[src/rtl/lsae_pkg.sv]
package lsae_pkg;

	typedef struct packed {
		logic [7:0] g;
		logic [7:0] r;
		logic [7:0] b;
	} color_t;

	localparam logic [1:0] FUNC_TICK = 2'd0;
	localparam logic [1:0] FUNC_MODE = 2'd1;
	localparam logic [1:0] FUNC_LOAD = 2'd2;
	localparam logic [1:0] FUNC_RSSI = 2'd3;

	localparam logic [2:0] MODE_STATIC  = 3'd0;
	localparam logic [2:0] MODE_FLASH   = 3'd1;
	localparam logic [2:0] MODE_ROTATE  = 3'd2;
	localparam logic [2:0] MODE_THROB   = 3'd3;
	localparam logic [2:0] MODE_RANDOM  = 3'd4;
	localparam logic [2:0] MODE_YELLOW  = 3'd5;
	localparam logic [2:0] MODE_RSSI    = 3'd6;
	localparam logic [2:0] MODE_ONESHOT = 3'd7;

	localparam logic [2:0] OP_SHOW  = 3'd0;
	localparam logic [2:0] OP_FILL  = 3'd1;
	localparam logic [2:0] OP_COPY  = 3'd2;
	localparam logic [2:0] OP_ROT   = 3'd3;
	localparam logic [2:0] OP_THROB = 3'd4;

	localparam logic [7:0]  YELLOW_G       = 8'd170;
	localparam logic [7:0]  YELLOW_R       = 8'd175;
	localparam logic [7:0]  RSSI_OFFSET    = 8'd90;
	localparam logic [7:0]  RSSI_SCALE     = 8'd9;
	localparam logic [7:0]  THROB_STEP_RST = 8'd4;
	localparam logic [15:0] RAND_THR_RST   = 16'd512;

	typedef struct packed {
		logic [2:0] op;
		logic       fading;
		logic [7:0] step;
		color_t     fill;
	} pix_ctl_t;

endpackage

[src/rtl/lsae_ram.sv]
module lsae_ram #(
	parameter int WIDTH = 24,
	parameter int DEPTH = 16
) (
	input  logic                     clk,
	input  logic                     we,
	input  logic [$clog2(DEPTH)-1:0] waddr,
	input  logic [WIDTH-1:0]         wdata,
	input  logic                     re,
	input  logic [$clog2(DEPTH)-1:0] raddr,
	output logic [WIDTH-1:0]         rdata
);

	logic [WIDTH-1:0] mem_q [DEPTH];
	logic [WIDTH-1:0] rdata_q;

	always_ff @(posedge clk) begin
		if (we) begin
			mem_q[waddr] <= wdata;
		end
		if (re) begin
			rdata_q <= mem_q[raddr];
		end
	end

	assign rdata = rdata_q;

endmodule

[src/rtl/lsae_pixel_alu.sv]
module lsae_pixel_alu (
	input  lsae_pkg::pix_ctl_t ctl,
	input  lsae_pkg::color_t   cur,
	input  lsae_pkg::color_t   pat,
	output lsae_pkg::color_t   nxt,
	output logic               changed
);

	logic [2:0][7:0] cur_v;
	logic [2:0][7:0] pat_v;
	logic [2:0][7:0] thr_v;
	logic [2:0]      chg_v;
	logic [8:0]      diff;

	assign cur_v = cur;
	assign pat_v = pat;

	always_comb begin
		thr_v = '0;
		chg_v = '0;
		diff  = '0;
		for (int c = 0; c < 3; c++) begin
			diff = {1'b0, pat_v[c]} - {1'b0, cur_v[c]};
			if (ctl.fading) begin
				if (cur_v[c] >= ctl.step) begin
					thr_v[c] = cur_v[c] - ctl.step;
					chg_v[c] = 1'b1;
				end else begin
					thr_v[c] = '0;
				end
			end else begin
				if (!diff[8] && (diff[7:0] > ctl.step)) begin
					thr_v[c] = cur_v[c] + ctl.step;
					chg_v[c] = 1'b1;
				end else begin
					thr_v[c] = pat_v[c];
				end
			end
		end
	end

	always_comb begin
		nxt     = cur;
		changed = 1'b0;
		case (ctl.op)
			lsae_pkg::OP_FILL:  nxt = ctl.fill;
			lsae_pkg::OP_COPY:  nxt = pat;
			lsae_pkg::OP_THROB: begin
				nxt     = thr_v;
				changed = |chg_v;
			end
			default:            nxt = cur;
		endcase
	end

endmodule

[src/rtl/led_string_animation_engine.sv]
// a frame's words go out through the registered frame/pattern reads and the output word register,
// one LED per cycle while out_stall does not hold the output, through the shared pixel unit;
// rotate keeps LED 0's colour and sends it last; in_stall holds new items until the last word is emitted,
// while commands, loads without a frame and ticks that emit nothing do not raise in_stall
// reset: arst_n resets the busy, mode and animation control state and clears the per-LED valid bits at once
// (op, fill and the output word are not reset), so frame and pattern read as dark right after reset
module led_string_animation_engine #(
	parameter int LED_COUNT = 16
) (
	input  logic        clk,
	input  logic        arst_n,
	input  logic        in_valid,
	output logic        in_stall,
	input  logic [1:0]  func,
	input  logic [2:0]  anim_mode,
	input  logic [15:0] mode_param,
	input  logic [5:0]  led_index,
	input  logic [7:0]  green_level,
	input  logic [7:0]  red_level,
	input  logic [7:0]  blue_level,
	input  logic        last_entry,
	input  logic [14:0] random_value,
	input  logic [7:0]  signal_dbm,
	output logic        out_valid,
	input  logic        out_stall,
	output logic [5:0]  out_index,
	output logic [7:0]  out_green,
	output logic [7:0]  out_red,
	output logic [7:0]  out_blue,
	output logic        frame_end
);

	localparam int IDX_W = $clog2(LED_COUNT);
	localparam int CNT_W = $clog2(LED_COUNT + 1);
	localparam logic [IDX_W-1:0] LAST = IDX_W'(LED_COUNT - 1);
	localparam logic [CNT_W-1:0] CNT_END = CNT_W'(LED_COUNT);

	logic                  busy_q;
	logic [2:0]            op_q;
	lsae_pkg::color_t      fill_q;
	logic [CNT_W-1:0]      rd_cnt_q;
	logic                  vld_s1;
	logic [IDX_W-1:0]      k_s1;
	logic                  fv_s1;
	logic                  pv_s1;
	lsae_pkg::color_t      saved_q;
	logic                  tail_q;
	logic                  changed_q;
	logic [LED_COUNT-1:0]  fval_q;
	logic [LED_COUNT-1:0]  pval_q;
	logic [2:0]            mode_q;
	logic                  phase_q;
	logic                  fading_q;
	logic [7:0]            step_q;
	logic [15:0]           thr_q;
	logic                  pend_q;
	logic [7:0]            avg_q;
	logic                  oval_q;
	logic [5:0]            oidx_q;
	lsae_pkg::color_t      ocol_q;
	logic                  oend_q;

	logic                  in_acc;
	logic                  adv;
	logic                  issue;
	logic [IDX_W-1:0]      raddr;
	lsae_pkg::color_t      f_rdata;
	lsae_pkg::color_t      p_rdata;
	lsae_pkg::color_t      cur;
	lsae_pkg::color_t      pat;
	lsae_pkg::color_t      nxt;
	logic                  chg;
	lsae_pkg::pix_ctl_t    ctl;
	logic                  is_rot;
	logic                  proc;
	logic                  tail_go;
	logic                  last_proc;
	logic                  done;
	logic                  emit;
	logic [IDX_W-1:0]      eidx;
	lsae_pkg::color_t      ecol;
	logic                  save_first;
	logic                  load_ok;
	logic                  fw_en;
	logic [IDX_W-1:0]      fw_addr;
	lsae_pkg::color_t      fw_data;
	logic                  pw_en;
	lsae_pkg::color_t      ld_col;
	logic                  start;
	logic [2:0]            start_op;
	lsae_pkg::color_t      start_fill;
	logic [7:0]            rssi_x;
	logic [7:0]            rssi_latest;

	assign in_stall = busy_q;
	assign in_acc   = in_valid && !busy_q;
	assign adv      = !oval_q || !out_stall;
	assign issue    = busy_q && adv && (rd_cnt_q != CNT_END);
	assign raddr    = rd_cnt_q[IDX_W-1:0];

	assign ld_col   = '{g: green_level, r: red_level, b: blue_level};
	assign load_ok  = (7'(led_index) < 7'(LED_COUNT));

	assign cur = fv_s1 ? f_rdata : '0;
	assign pat = pv_s1 ? p_rdata : '0;

	assign ctl = '{op: op_q, fading: fading_q, step: step_q, fill: fill_q};

	lsae_pixel_alu u_alu (
		.ctl     (ctl),
		.cur     (cur),
		.pat     (pat),
		.nxt     (nxt),
		.changed (chg)
	);

	assign is_rot    = (op_q == lsae_pkg::OP_ROT);
	assign proc      = adv && vld_s1;
	assign tail_go   = adv && tail_q;
	assign last_proc = proc && (k_s1 == LAST);
	assign done      = tail_go || (last_proc && !is_rot);

	always_comb begin
		emit       = 1'b0;
		eidx       = k_s1;
		ecol       = nxt;
		save_first = 1'b0;
		if (tail_go) begin
			emit = 1'b1;
			eidx = LAST;
			ecol = saved_q;
		end else if (proc) begin
			if (is_rot) begin
				if (k_s1 == '0) begin
					save_first = 1'b1;
				end else begin
					emit = 1'b1;
					eidx = k_s1 - 1'b1;
					ecol = cur;
				end
			end else begin
				emit = 1'b1;
			end
		end
	end

	always_comb begin
		if (busy_q) begin
			fw_en   = emit;
			fw_addr = eidx;
			fw_data = ecol;
		end else begin
			fw_en   = in_acc && (func == lsae_pkg::FUNC_LOAD) && load_ok;
			fw_addr = led_index[IDX_W-1:0];
			fw_data = ld_col;
		end
	end
	assign pw_en = !busy_q && fw_en;

	lsae_ram #(.WIDTH($bits(lsae_pkg::color_t)), .DEPTH(LED_COUNT)) u_frame (
		.clk   (clk),
		.we    (fw_en),
		.waddr (fw_addr),
		.wdata (fw_data),
		.re    (issue),
		.raddr (raddr),
		.rdata (f_rdata)
	);

	lsae_ram #(.WIDTH($bits(lsae_pkg::color_t)), .DEPTH(LED_COUNT)) u_pattern (
		.clk   (clk),
		.we    (pw_en),
		.waddr (fw_addr),
		.wdata (fw_data),
		.re    (issue),
		.raddr (raddr),
		.rdata (p_rdata)
	);

	// decide what a tick or a final load does to the frame
	always_comb begin
		start      = 1'b0;
		start_op   = lsae_pkg::OP_SHOW;
		start_fill = '0;
		if (func == lsae_pkg::FUNC_TICK) begin
			case (mode_q)
				lsae_pkg::MODE_FLASH: begin
					start    = 1'b1;
					start_op = phase_q ? lsae_pkg::OP_COPY : lsae_pkg::OP_FILL;
				end
				lsae_pkg::MODE_ROTATE: begin
					start    = 1'b1;
					start_op = lsae_pkg::OP_ROT;
				end
				lsae_pkg::MODE_THROB: begin
					start    = 1'b1;
					start_op = lsae_pkg::OP_THROB;
				end
				lsae_pkg::MODE_RANDOM: begin
					start    = 1'b1;
					start_op = ({1'b0, random_value} <= thr_q) ?
						lsae_pkg::OP_COPY : lsae_pkg::OP_FILL;
				end
				lsae_pkg::MODE_YELLOW: begin
					start      = 1'b1;
					start_op   = lsae_pkg::OP_FILL;
					start_fill = '{g: lsae_pkg::YELLOW_G, r: lsae_pkg::YELLOW_R, b: 8'd0};
				end
				lsae_pkg::MODE_RSSI: begin
					start      = 1'b1;
					start_op   = lsae_pkg::OP_FILL;
					start_fill = '{g: 8'd0, r: avg_q, b: ~avg_q};
				end
				lsae_pkg::MODE_ONESHOT: begin
					start    = pend_q;
					start_op = lsae_pkg::OP_FILL;
				end
				default: start = 1'b0;
			endcase
		end else if (func == lsae_pkg::FUNC_LOAD) begin
			start    = last_entry;
			start_op = lsae_pkg::OP_SHOW;
		end
	end

	assign rssi_x      = signal_dbm + lsae_pkg::RSSI_OFFSET;
	assign rssi_latest = 8'(rssi_x * lsae_pkg::RSSI_SCALE);

	always_ff @(posedge clk or negedge arst_n) begin
		if (!arst_n) begin
			busy_q    <= 1'b0;
			rd_cnt_q  <= '0;
			vld_s1    <= 1'b0;
			tail_q    <= 1'b0;
			changed_q <= 1'b0;
			fval_q    <= '0;
			pval_q    <= '0;
			mode_q    <= lsae_pkg::MODE_STATIC;
			phase_q   <= 1'b0;
			fading_q  <= 1'b0;
			step_q    <= lsae_pkg::THROB_STEP_RST;
			thr_q     <= lsae_pkg::RAND_THR_RST;
			pend_q    <= 1'b0;
			avg_q     <= '0;
			oval_q    <= 1'b0;
		end else begin
			if (fw_en) begin
				fval_q[fw_addr] <= 1'b1;
			end
			if (pw_en) begin
				pval_q[fw_addr] <= 1'b1;
			end

			if (in_acc) begin
				case (func)
					lsae_pkg::FUNC_MODE: begin
						mode_q <= anim_mode;
						case (anim_mode)
							lsae_pkg::MODE_FLASH:   phase_q <= 1'b0;
							lsae_pkg::MODE_RANDOM:  thr_q <= mode_param;
							lsae_pkg::MODE_THROB: begin
								step_q   <= mode_param[7:0];
								fading_q <= 1'b1;
							end
							lsae_pkg::MODE_ONESHOT: pend_q <= 1'b1;
							default:                pend_q <= pend_q;
						endcase
					end
					lsae_pkg::FUNC_RSSI: begin
						avg_q <= 8'({2'b00, avg_q[7:2]} * 8'd3) + rssi_latest;
					end
					lsae_pkg::FUNC_TICK: begin
						if (mode_q == lsae_pkg::MODE_FLASH) begin
							phase_q <= !phase_q;
						end
						if (mode_q == lsae_pkg::MODE_ONESHOT) begin
							pend_q <= 1'b0;
						end
					end
					default: pend_q <= pend_q;
				endcase
				if (start) begin
					busy_q    <= 1'b1;
					rd_cnt_q  <= '0;
					tail_q    <= 1'b0;
					changed_q <= 1'b0;
				end
			end

			if (adv) begin
				vld_s1 <= issue;
			end
			if (issue) begin
				rd_cnt_q <= rd_cnt_q + 1'b1;
			end
			if (proc && (op_q == lsae_pkg::OP_THROB)) begin
				changed_q <= changed_q | chg;
			end
			if (last_proc && is_rot) begin
				tail_q <= 1'b1;
			end
			if (tail_go) begin
				tail_q <= 1'b0;
			end
			if (done) begin
				busy_q <= 1'b0;
				if ((op_q == lsae_pkg::OP_THROB) && !(changed_q || chg)) begin
					fading_q <= !fading_q;
				end
			end

			if (emit) begin
				oval_q <= 1'b1;
			end else if (adv) begin
				oval_q <= 1'b0;
			end
		end
	end

	always_ff @(posedge clk) begin
		if (in_acc && start) begin
			op_q   <= start_op;
			fill_q <= start_fill;
		end
		if (issue) begin
			k_s1  <= raddr;
			fv_s1 <= fval_q[raddr];
			pv_s1 <= pval_q[raddr];
		end
		if (save_first) begin
			saved_q <= cur;
		end
		if (emit) begin
			oidx_q <= 6'(eidx);
			ocol_q <= ecol;
			oend_q <= (eidx == LAST);
		end
	end

	assign out_valid = oval_q;
	assign out_index = oidx_q;
	assign out_green = ocol_q.g;
	assign out_red   = ocol_q.r;
	assign out_blue  = ocol_q.b;
	assign frame_end = oend_q;

endmodule

[config.mk]
export PLATFORM = sky130hd
export DESIGN_NAME = led_string_animation_engine
export DESIGN_NICKNAME = d
export VERILOG_FILES = /design/src/rtl/lsae_pkg.sv /design/src/rtl/lsae_ram.sv /design/src/rtl/lsae_pixel_alu.sv /design/src/rtl/led_string_animation_engine.sv
export SDC_FILE = /design/constraint.sdc
export NUM_CORES = 1
export LEC_CHECK = 0
export BUFFER_PORTS_ARGS = -buffer_cell sky130_fd_sc_hd__buf_2
export CAP_MARGIN = 20
export CELL_PAD_IN_SITES_DETAIL_PLACEMENT = 1
export CELL_PAD_IN_SITES_GLOBAL_PLACEMENT = 2
export CORE_MARGIN = 3
export CORE_UTILIZATION = 47
export CTS_CLUSTER_DIAMETER = 40
export DETAILED_ROUTE_END_ITERATION = 12
export GPL_ROUTABILITY_DRIVEN = 0
export PLACE_DENSITY = 0.8
export SYNTH_ARGS = -nofsm -noshare
export SYNTH_HDL_FRONTEND = slang
export SYNTH_HIERARCHICAL = 1
export SYNTH_SLANG_ARGS = --single-unit
[constraint.sdc]
create_clock -name clk -period 5.8 [get_ports clk]
set_input_delay 1.45 -clock clk [delete_from_list [all_inputs] [get_ports clk]]
set_output_delay 1.45 -clock clk [all_outputs]
set_load 0.02 [all_outputs]
# Word level (Yosys, flattened, before mapping)
# Memories as Yosys holds them, arrays and structs flattened. A register that Yosys moved wholly into a read port is not among the register bits.
# Index checks and enable logic that the tools add are counted.
[word_totals]
ff_bits = 166
mem_bits_rw = 768
in_bits = 79
elab_cells = 225
memories = 2
[op_classes]
n_addsub = 13
n_mul = 2
magnitude_cmp = 11
eq_ne = 25
n_mux = 82
n_bitwise = 4
reduce_logical = 56
[mem_list]
columns = ["name", "words", "word_bits", "rd", "rd_clocked_by_memory_dff", "wr", "line_no", "text"]
rows = [
  ["u_frame.mem_q", 16, 24, 1, 1, 1, "lsae_ram.sv:14", "logic [WIDTH-1:0] mem_q [DEPTH];"],
  ["u_pattern.mem_q", 16, 24, 1, 1, 1, "lsae_ram.sv:14", ""],
]
[op_table]
columns = ["op", "n"]
rows = [
  ["24-bit 2-to-1 mux", 7],
  ["8-bit 2-to-1 mux", 9],
  ["24-bit case mux with 3 select lines", 1],
  ["24-bit case mux with 2 select lines", 1],
  ["1-bit 2-to-1 mux", 47],
  ["8-bit adder", 4],
  ["16-bit OR", 2],
  ["8-bit by 8-bit subtractor with 9-bit output", 3],
  ["8-bit greater-or-equal comparator", 3],
  ["8-bit greater-than comparator", 3],
  ["8-bit subtractor", 3],
  ["3-bit equality test (second input constant)", 7],
  ["4-bit 2-to-1 mux", 5],
  ["1-bit logical AND", 18],
  ["15-bit by 16-bit <= comparator with 1-bit output", 1],
  ["2-bit nonzero test", 8],
  ["3-bit by 2-bit equality test with 1-bit output (second input constant)", 5],
  ["5-bit 2-to-1 mux", 3],
  ["3-bit case mux with 5 select lines", 1],
  ["2-bit AND reduction", 6],
  ["1-bit logical NOT", 10],
  ["4-bit by 5-bit < comparator with 1-bit output (second input constant)", 2],
  ["3-bit by 1-bit equality test with 1-bit output (second input constant)", 3],
  ["8-bit by 7-bit adder with 8-bit output (second input constant)", 1],
  ["26 further kinds", 40],
]

# Logic depth before layout (Yosys ltp)
# Gate-level depths: netlist (run 1).
[depth]
word_depth = 13
ltp_mapped = 22

# By module
# Netlist (run 1), hierarchy kept.
[modules_own_cells]
columns = ["module", "instances", "cells_per_inst", "area_per_inst_um2", "seq_area_each_um2"]
rows = [
  ["lsae_ram", 2, 636, 15170.8, 12251.8],
  ["led_string_animation_engine", 1, 701, 8580.7, 4376.7],
  ["lsae_pixel_alu", 1, 674, 4802.1, 0.0],
]

# Worst setup path after synthesis (run 1)
# Ideal clock, no wire load.
[synth_timing]
kind = "input to register"
from = "in out_stall"
to = "mem u_frame.mem_q[0][0], enable pin"
setup_ns = 0.435
arrival_time_ns = 4.961
t_required_ns = 5.365
setup_slack_ns = 0.404
cell_stages = 7
n_path_buf = 0
cell_sequence = "a21boi_2 > o21ai_1 > nand2_1 > a21oi_2 > inv_1 > or3b_2 > nor3_1"
[synth_between]
elab_chain_cells = 8
[synth_lines]
columns = ["element", "line_no", "text"]
rows = [
  ["start: declaration", "led_string_animation_engine.sv:25", "input logic out_stall,"],
  ["1-bit logical NOT *", "led_string_animation_engine.sv:97", "assign adv = !oval_q || !out_stall;"],
  ["1-bit logical OR *", "led_string_animation_engine.sv:97", ""],
  ["1-bit logical AND", "led_string_animation_engine.sv:118", "assign proc = adv && vld_s1;"],
  ["1-bit 2-to-1 mux", "led_string_animation_engine.sv:132", "end else if (proc) begin"],
  ["1-bit 2-to-1 mux *", "led_string_animation_engine.sv:128", "if (tail_go) begin"],
  ["via emit", "led_string_animation_engine.sv:79", "logic emit;"],
  ["1-bit 2-to-1 mux *", "led_string_animation_engine.sv:148", "if (busy_q) begin"],
  ["via fw_en", "led_string_animation_engine.sv:84", "logic fw_en;"],
  ["1-bit 2-to-1 mux *", "lsae_ram.sv:18", "if (we) begin"],
  ["1-bit 2-to-1 mux (implied by the code) *", "lsae_ram.sv:19", "mem_q[waddr] <= wdata;"],
  ["end: declaration", "lsae_ram.sv:14", ""],
]
# Mark *: on every way through the listed nets, which the timed path passes. The rest lies on a longest branch.

==> key figures, run 1 <==
Power and ir drop
  • Net Sw Frac: 37.5%
  • Comb power frac: 39.5%
  • Sw Pwr: 11800 µW
  • Clock power share: 27.5%
  • Sequential share of power: 32.9%
  • Total power: 31500 µW
  • Internal: 19700 µW
  • VDD IR max: 330 µV
  • Lkg Pwr: 0.0182 µW
  • Pwr Density: about 600 mW/mm²

Die
  • Core area: 0.0919 mm²
  • Initial core utilization: roughly 48%
  • I/O Pins: 112
  • DIE WIDTH: between 300 and 400 µm
  • Die area: 0.0967 mm²
  • FP Rows: 111
  • Chip Height: 311 µm

Timing
  • Slew HR: 21.7%
  • Worst Tran Pin Value: approximately 1200 ps
  • Fin crit period: 5490 ps
  • RSZ-0062 raised after global routing: false
  • Setup tns final: 0 ps
  • Max Clock Freq: 182 MHz
  • Hold Vio Cnt, Final: 0
  • Crit share post-route: 94.6%
  • Layout Skew: 41.5 ps
  • Fin. max-slew vios: 0
  • Final setup viols: 0

Clocking
  • CTS Root Buffer Type: clkbuf_16
  • Worst-Skew Late Latency: 750 ps
  • Num CTS Buffers: between 100 and 150
  • CTS tree: done
  • Hold-fix buffers, CTS: 0
  • Max clock buf depth: 3
  • H-Tree Level Count: 4
  • Worst-path clk slew: 50 ps
  • Clock Sink Count: 975

Routing
  • Drt total wl: 130 mm
  • Initial DRT Pass Iterations: 5
  • Via density: 6.15
  • Via count: approximately 26000
  • Antenna-violating nets left: 0
  • Wire per inst: 30.4 µm
  • DRT iter0 DRCs: 2822
  • Remaining DRCs: 0

Synthesis
  • EDFF count, synth: 895
  • Compound-Gate Fraction of Synth Area: 8.03%
  • Register bit total from synthesis: 975
  • Netlist cell types: 97
  • Post-Synth XOR/XNOR Area: 1.26%
  • Synth top area cells: edfxtp_1 61%, mux4_2 10%, dfrtp_1 4.5%
  • Largest family of logic cells by synthesized area: multiplexers
  • Top-count cell post-synth: edfxtp_1
  • Seq/Total Area, Yosys: 66.1%
  • Cell Area, Synth: 0.0437 mm²
  • Mean area per synthesized cell: about 17 µm²
  • Post-synthesis mux area share: 12.6%
  • Yosys top cell by area: edfxtp_1
  • Post-synth top cells: 895 x edfxtp_1, 202 x mux4_2, 134 x nand2_1
  • Ys async rst share: 8.21%
  • Top_reg_cell synth: edfxtp_1
  • Mapped Cells: 2647
  • Yosys warning count: 6
  • Synth Area in Adders: 4.49%
  • Synth Area in Simple Gates: roughly 5.2%
  • Post-synth top area share: 61.5%

Global route
  • First-pass GRT wire length: 190 mm
  • Initial antenna violation count: 6
  • Grt ovf: 0
  • Largest net degree at the start of global routing: 122
  • Vias in the first global route: 27800
  • Gr usage total: 26.8%

Outcome
  • Outcome: finished, final reports clean

Setup path
  • R2r endpoint: u_pattern/mem_q[8][7]
  • Crit start category: flop
  • Worst reg-to-reg setup slack: approximately 310 ps
  • Worst Path Required: 6240 ps
  • CP arrival: slightly below 6000 ps
  • Crit Reg-Reg Startpoint: fv_s1
  • Crit Path Category: flop to flop
  • Critical Path Sink Type: flop
  • Reg2reg path depth: 23
  • Maximum fanout along the worst path: 32

Finish
  • Fillers: 8460
  • Area grow syn2layout: 17.3%
  • Layout cell share with drive strength beyond 1: 27.0%
  • Diode count: 0
  • # nets final: around 3100

Job
  • MaxCap Viol Count: 0

Worst hold path
  • Hold crit path type: flop to flop
  • Hold EP: pval_q[0]
  • Hold Startpoint: pval_q[0]
  • Hold Path Depth: 1

Place
  • DP HPWL: 81.8 mm
  • Buffers on Ports: 109
## final cells by class
class,instances,area (µm²),area share [%]
sequential,975,28900,56.3
multi-input combinational,1446,14000,27.3
clock buffer,160,3680,7.18
timing repair buffer,229,1600,3.12
tap,1243,1560,3.03
clock inverter,95,1140,2.22
inverter,112,420,0.820
## worst max-delay path, cell delays in order, from the launching register on
cell and delay (ps):
edfxtp_1 480, buf_4 230, and2_1 370, inv_1 90
ha_1 350, o21ai_0 120, nand2b_1 120, a21o_1 190
a21oi_1 220, o21ai_0 150, xor2_1 170, ha_1 310
o21a_1 120, a21oi_1 80, a21oi_1 320, o311ai_4 190
buf_4 190, and2_2 200, a221oi_1 290, o31ai_1 120
mux2i_1 200, o21ai_2 80, mux2_1 320, buf_4 240
## flip-flops by register name, indices dropped and copies added, names as in the netlist, 8 cells and up
name	flops
avg_q	8
ctl	17
fval_q	16
out_blue	8
out_green	8
out_red	8
pval_q	16
saved_q	24
step_q	8
thr_q	16
u_frame/mem_q	384
u_frame/rdata	24
u_pattern/mem_q	384
u_pattern/rdata	24
## cells in the final DEF (no fill, tap or decap), types with 34 or more instances in the layout
master,count
clkbuf_16,144
buf_2,109
edfxtp_1,895
buf_4,107
a22oi_1,96
mux2_2,34
mux4_2,202
o21ai_0,53
and2_1,53
xnor2_1,41
nand2_1,133
dfrtp_1,75
nor2_1,84
a21oi_1,98
inv_1,109
a21o_1,54
ha_1,128
## power groups by stage
stage	clock [µW]	combinational [µW]	sequential [µW]
final	8670	12500	10400
after CTS	8820	12300	10400
after global placement	0	11700	10500
after detailed placement	0	12200	10500
after global routing	9150	13400	10500
after floorplan	0	8110	10300
## metal layers
metal  GRT usage [%]  vias up  share of wire (%)
li1                -    11000                  -
met1            36.2    13700                 40
met2            44.0     1227                 49
met3            4.56      269                7.1
met4            10.5        0                3.8
met5               0        -                  0
## how the worst max path moves through the flow
| stage | from | endpoint | cells after the start |
|---|---|---|---|
| 6_report | fv_s1 | u_pattern/mem_q[8][7] | 23 |
| 2_1_floorplan | out_stall | u_frame/mem_q[0][0] | 7 |
| 4_1_cts | pv_s1 | u_frame/mem_q[0][4] | 20 |
| 5_1_grt | fv_s1 | u_frame/mem_q[1][22] | 22 |
| 3_5_place_dp | pv_s1 | u_frame/mem_q[2][4] | 20 |
| 3_3_place_gp | pv_s1 | u_frame/mem_q[4][4] | 20 |
## per-stage QoR
stage               area [µm²]  util, %  worst slack, ps  hold WS, ps  instances
detailed placement       46400     50.4              186          442       4000
global placement         46300     50.4              371          433       3997
CTS                      51200     55.7              100          456       4255
finish                   51300     55.8              311          450       4260
global route             51300     55.8             35.9          471       4260
floorplan                43700        -              404          423       2652
## logic make-up after synthesis
family,after synthesis
flip-flops,975
AO/OA/AOI/OAI,491
AND/OR/NAND/NOR,451
multiplexers,289
buffers and inverters,231
adder cells (fa/ha/maj),146
XOR/XNOR,63
other,1
## repair_timing
action,in CTS,in global routing
setup endpoints to repair,0,216
endpoints found under the hold margin,0,0
setup buffers,0,1
gates resized for setup,0,4
Power figures use the tool's default switching activity.
==> inputs of run 2 (changes only) <==
CORE_UTILIZATION = 49   (was 47)
CTS_BUF_LIST = sky130_fd_sc_hd__clkbuf_4   (was default)
PLACE_DENSITY = 0.82   (was 0.8)
==> key figures, run 2 (synthesized netlist as in run 1, its figures left out) <==
Place
  • DP HPWL: 81.1 mm (-0.85%)
  • Buffers on Ports: 109 (unchanged)

Setup path
  • Critical Path Sink Type: flop
  • Maximum fanout along the worst path: 17 (-47%)
  • Crit start category: flop
  • Reg2reg path depth: 21 (-8.7%)
  • Crit path launch: pv_s1
  • Crit Path Category: flop to flop
  • CP arrival: 6370 ps (+440 ps)
  • Crit Reg-Reg Startpoint: pv_s1
  • R2r endpoint: u_frame/mem_q[12][0]
  • Worst Path Required: 6750 ps (+510 ps)
  • Worst reg-to-reg setup slack: 380 ps (+70 ps)

Power and ir drop
  • VDD IR max: 436 µV (+32%)
  • Total power: 28600 µW (-9.4%)
  • Pwr Density: 576 mW/mm² (-6.3%)
  • Lkg Pwr: 0.0177 µW (-2.5%)

Timing
  • Max Clock Freq: 185 MHz (+1.3%)
  • Worst Tran Pin Value: 1160 ps (-13.0 ps)
  • Setup tns final: 0 ps (unchanged)
  • Final setup viols: 0 (unchanged)
  • Layout Skew: 90.7 ps (+49.2 ps)
  • RSZ-0062 raised after global routing: false
  • Slew HR: 22.8% (+1.1 points)
  • Crit share post-route: 93.4% (-1.2 points)
  • Hold Vio Cnt, Final: 0 (unchanged)
  • Fin crit period: 5420 ps (-68.8 ps)
  • Fin. max-slew vios: 0 (unchanged)

Routing
  • Initial DRT Pass Iterations: 5 (unchanged)
  • Remaining DRCs: 0 (unchanged)
  • Antenna-violating nets left: 0 (unchanged)
  • DRT iter0 DRCs: 2621 (-7.1%)
  • Via density: 6.11 (-0.79%)
  • Drt total wl: 127 mm (-2.2%)
  • Wire per inst: 29.0 µm (-4.6%)
  • Via count: 26700 (+1.7%)

Clocking
  • H-Tree Level Count: 4 (unchanged)
  • Num CTS Buffers: 241 (+73%)
  • CTS tree: done
  • Clock Sink Count: 975 (unchanged)
  • Max clock buf depth: 3 (unchanged)
  • Hold-fix buffers, CTS: 0 (unchanged)
  • Worst-path clk slew: 70 ps (+20 ps)
  • CTS Root Buffer Type: clkbuf_4
  • Worst-Skew Late Latency: 1160 ps (+410 ps)

Finish
  • Most frequent cells in the layout: 895 x edfxtp_1, 346 x clkbuf_4, 202 x mux4_2
  • Most common cell after layout, fill and taps aside: edfxtp_1
  • # nets final: 3231 (+3.3%)
  • Largest regs: u_frame/mem_q x384, u_pattern/mem_q x384
  • Layout cell share with drive strength beyond 1: 30.1% (+3.1 points)
  • Area grow syn2layout: 13.3%

Job
  • MaxCap Viol Count: 0 (unchanged)

Global route
  • Grt ovf: 0 (unchanged)
  • Initial antenna violation count: 10 (+4)
  • Gr usage total: 27.3% (+0.49 points)
  • Largest net degree at the start of global routing: 151 (+24%)
  • First-pass GRT wire length: 187 mm (-1.8%)
  • Vias in the first global route: 28300 (+1.9%)

Worst hold path
  • Hold crit path type: primary input to async pin

Die
  • Initial core utilization: 49.9% (+2.4 points)
  • Chip Height: 305 µm (-2.0%)
  • Die area: 0.0929 mm² (-4.0%)
  • I/O Pins: 112 (unchanged)
  • Core area: 0.0876 mm² (-4.8%)
  • DIE WIDTH: 305 µm (-2.0%)
  • FP Rows: 108 (-2.7%)

Outcome
  • Outcome: finished, final reports clean
==> run 2: layer usage <==
metal | share of wire, % | vias up | GRT usage (%)
li1 | - | 11300 | -
met1 | 40 | 13900 | 36.8
met2 | 49 | 1206 | 44.5
met3 | 7.6 | 237 | 5.42
met4 | 3.3 | 0 | 10.1
met5 | 0 | - | 0
==> run 2: layout make-up <==
class	instances	area, µm²
multi-input combinational	1446	14000
antenna	8	20.0
inverter	112	420
sequential	975	28900
clock buffer	346	2600
tap	1155	1450
fill	8250	38000
clock inverter	96	604
timing repair buffer	230	1580
==> run 2: repair_timing <==
| action | in CTS | in global routing |
|---|---|---|
| setup endpoints to repair | 0 | 477 |
| gates resized for setup | 0 | 7 |
| setup buffers | 0 | 4 |
==> run 2: worst max path at each step <==
stage,to,cells past startpoint
CTS,u_frame/mem_q[2][9],19
global placement,u_frame/mem_q[6][9],19
finish,u_frame/mem_q[12][0],21
global route,u_frame/mem_q[8][0],21
detailed placement,u_frame/mem_q[6][10],19
floorplan,u_frame/mem_q[0][0],7
==> run 2: report_power, final <==
part,total (µW),switching (µW),leakage (µW),internal [µW]
Sequential,10400,669,0.00921,9730
Combinational,12300,7710,0.00666,4570
Clock,5870,2840,0.00188,3030
==> run 2: metrics by stage <==
stage          utilization, %  cells  worst slack, ps  instance area [µm²]  hold WS (ps)
3_3_place_gp             52.8   3911              364                46200           432
5_1_grt                  56.6   4364             10.9                49500           238
4_1_cts                  56.5   4354            0.617                49400           424
6_report                 56.6   4368              380                49500           285
2_1_floorplan               -   2652              404                43700           423
3_5_place_dp             52.8   3912             39.8                46200           440
==> run 2: critical path, stage by stage (launching register included) <==
cell      delay [ps]
edfxtp_1         740
and2_1           310
ha_1             260
nor2b_1          130
o21ai_0          180
nand2b_1         110
a21o_1           190
a21oi_1          240
o21ai_0          160
xor2_1           170
ha_1             310
o21a_1           120
a21oi_1          220
nand3_1          160
o311ai_4         190
mux2i_1          240
a21oi_1           80
a211oi_1         240
mux2i_1          100
o21ai_1          400
mux2_2           460
buf_12           190
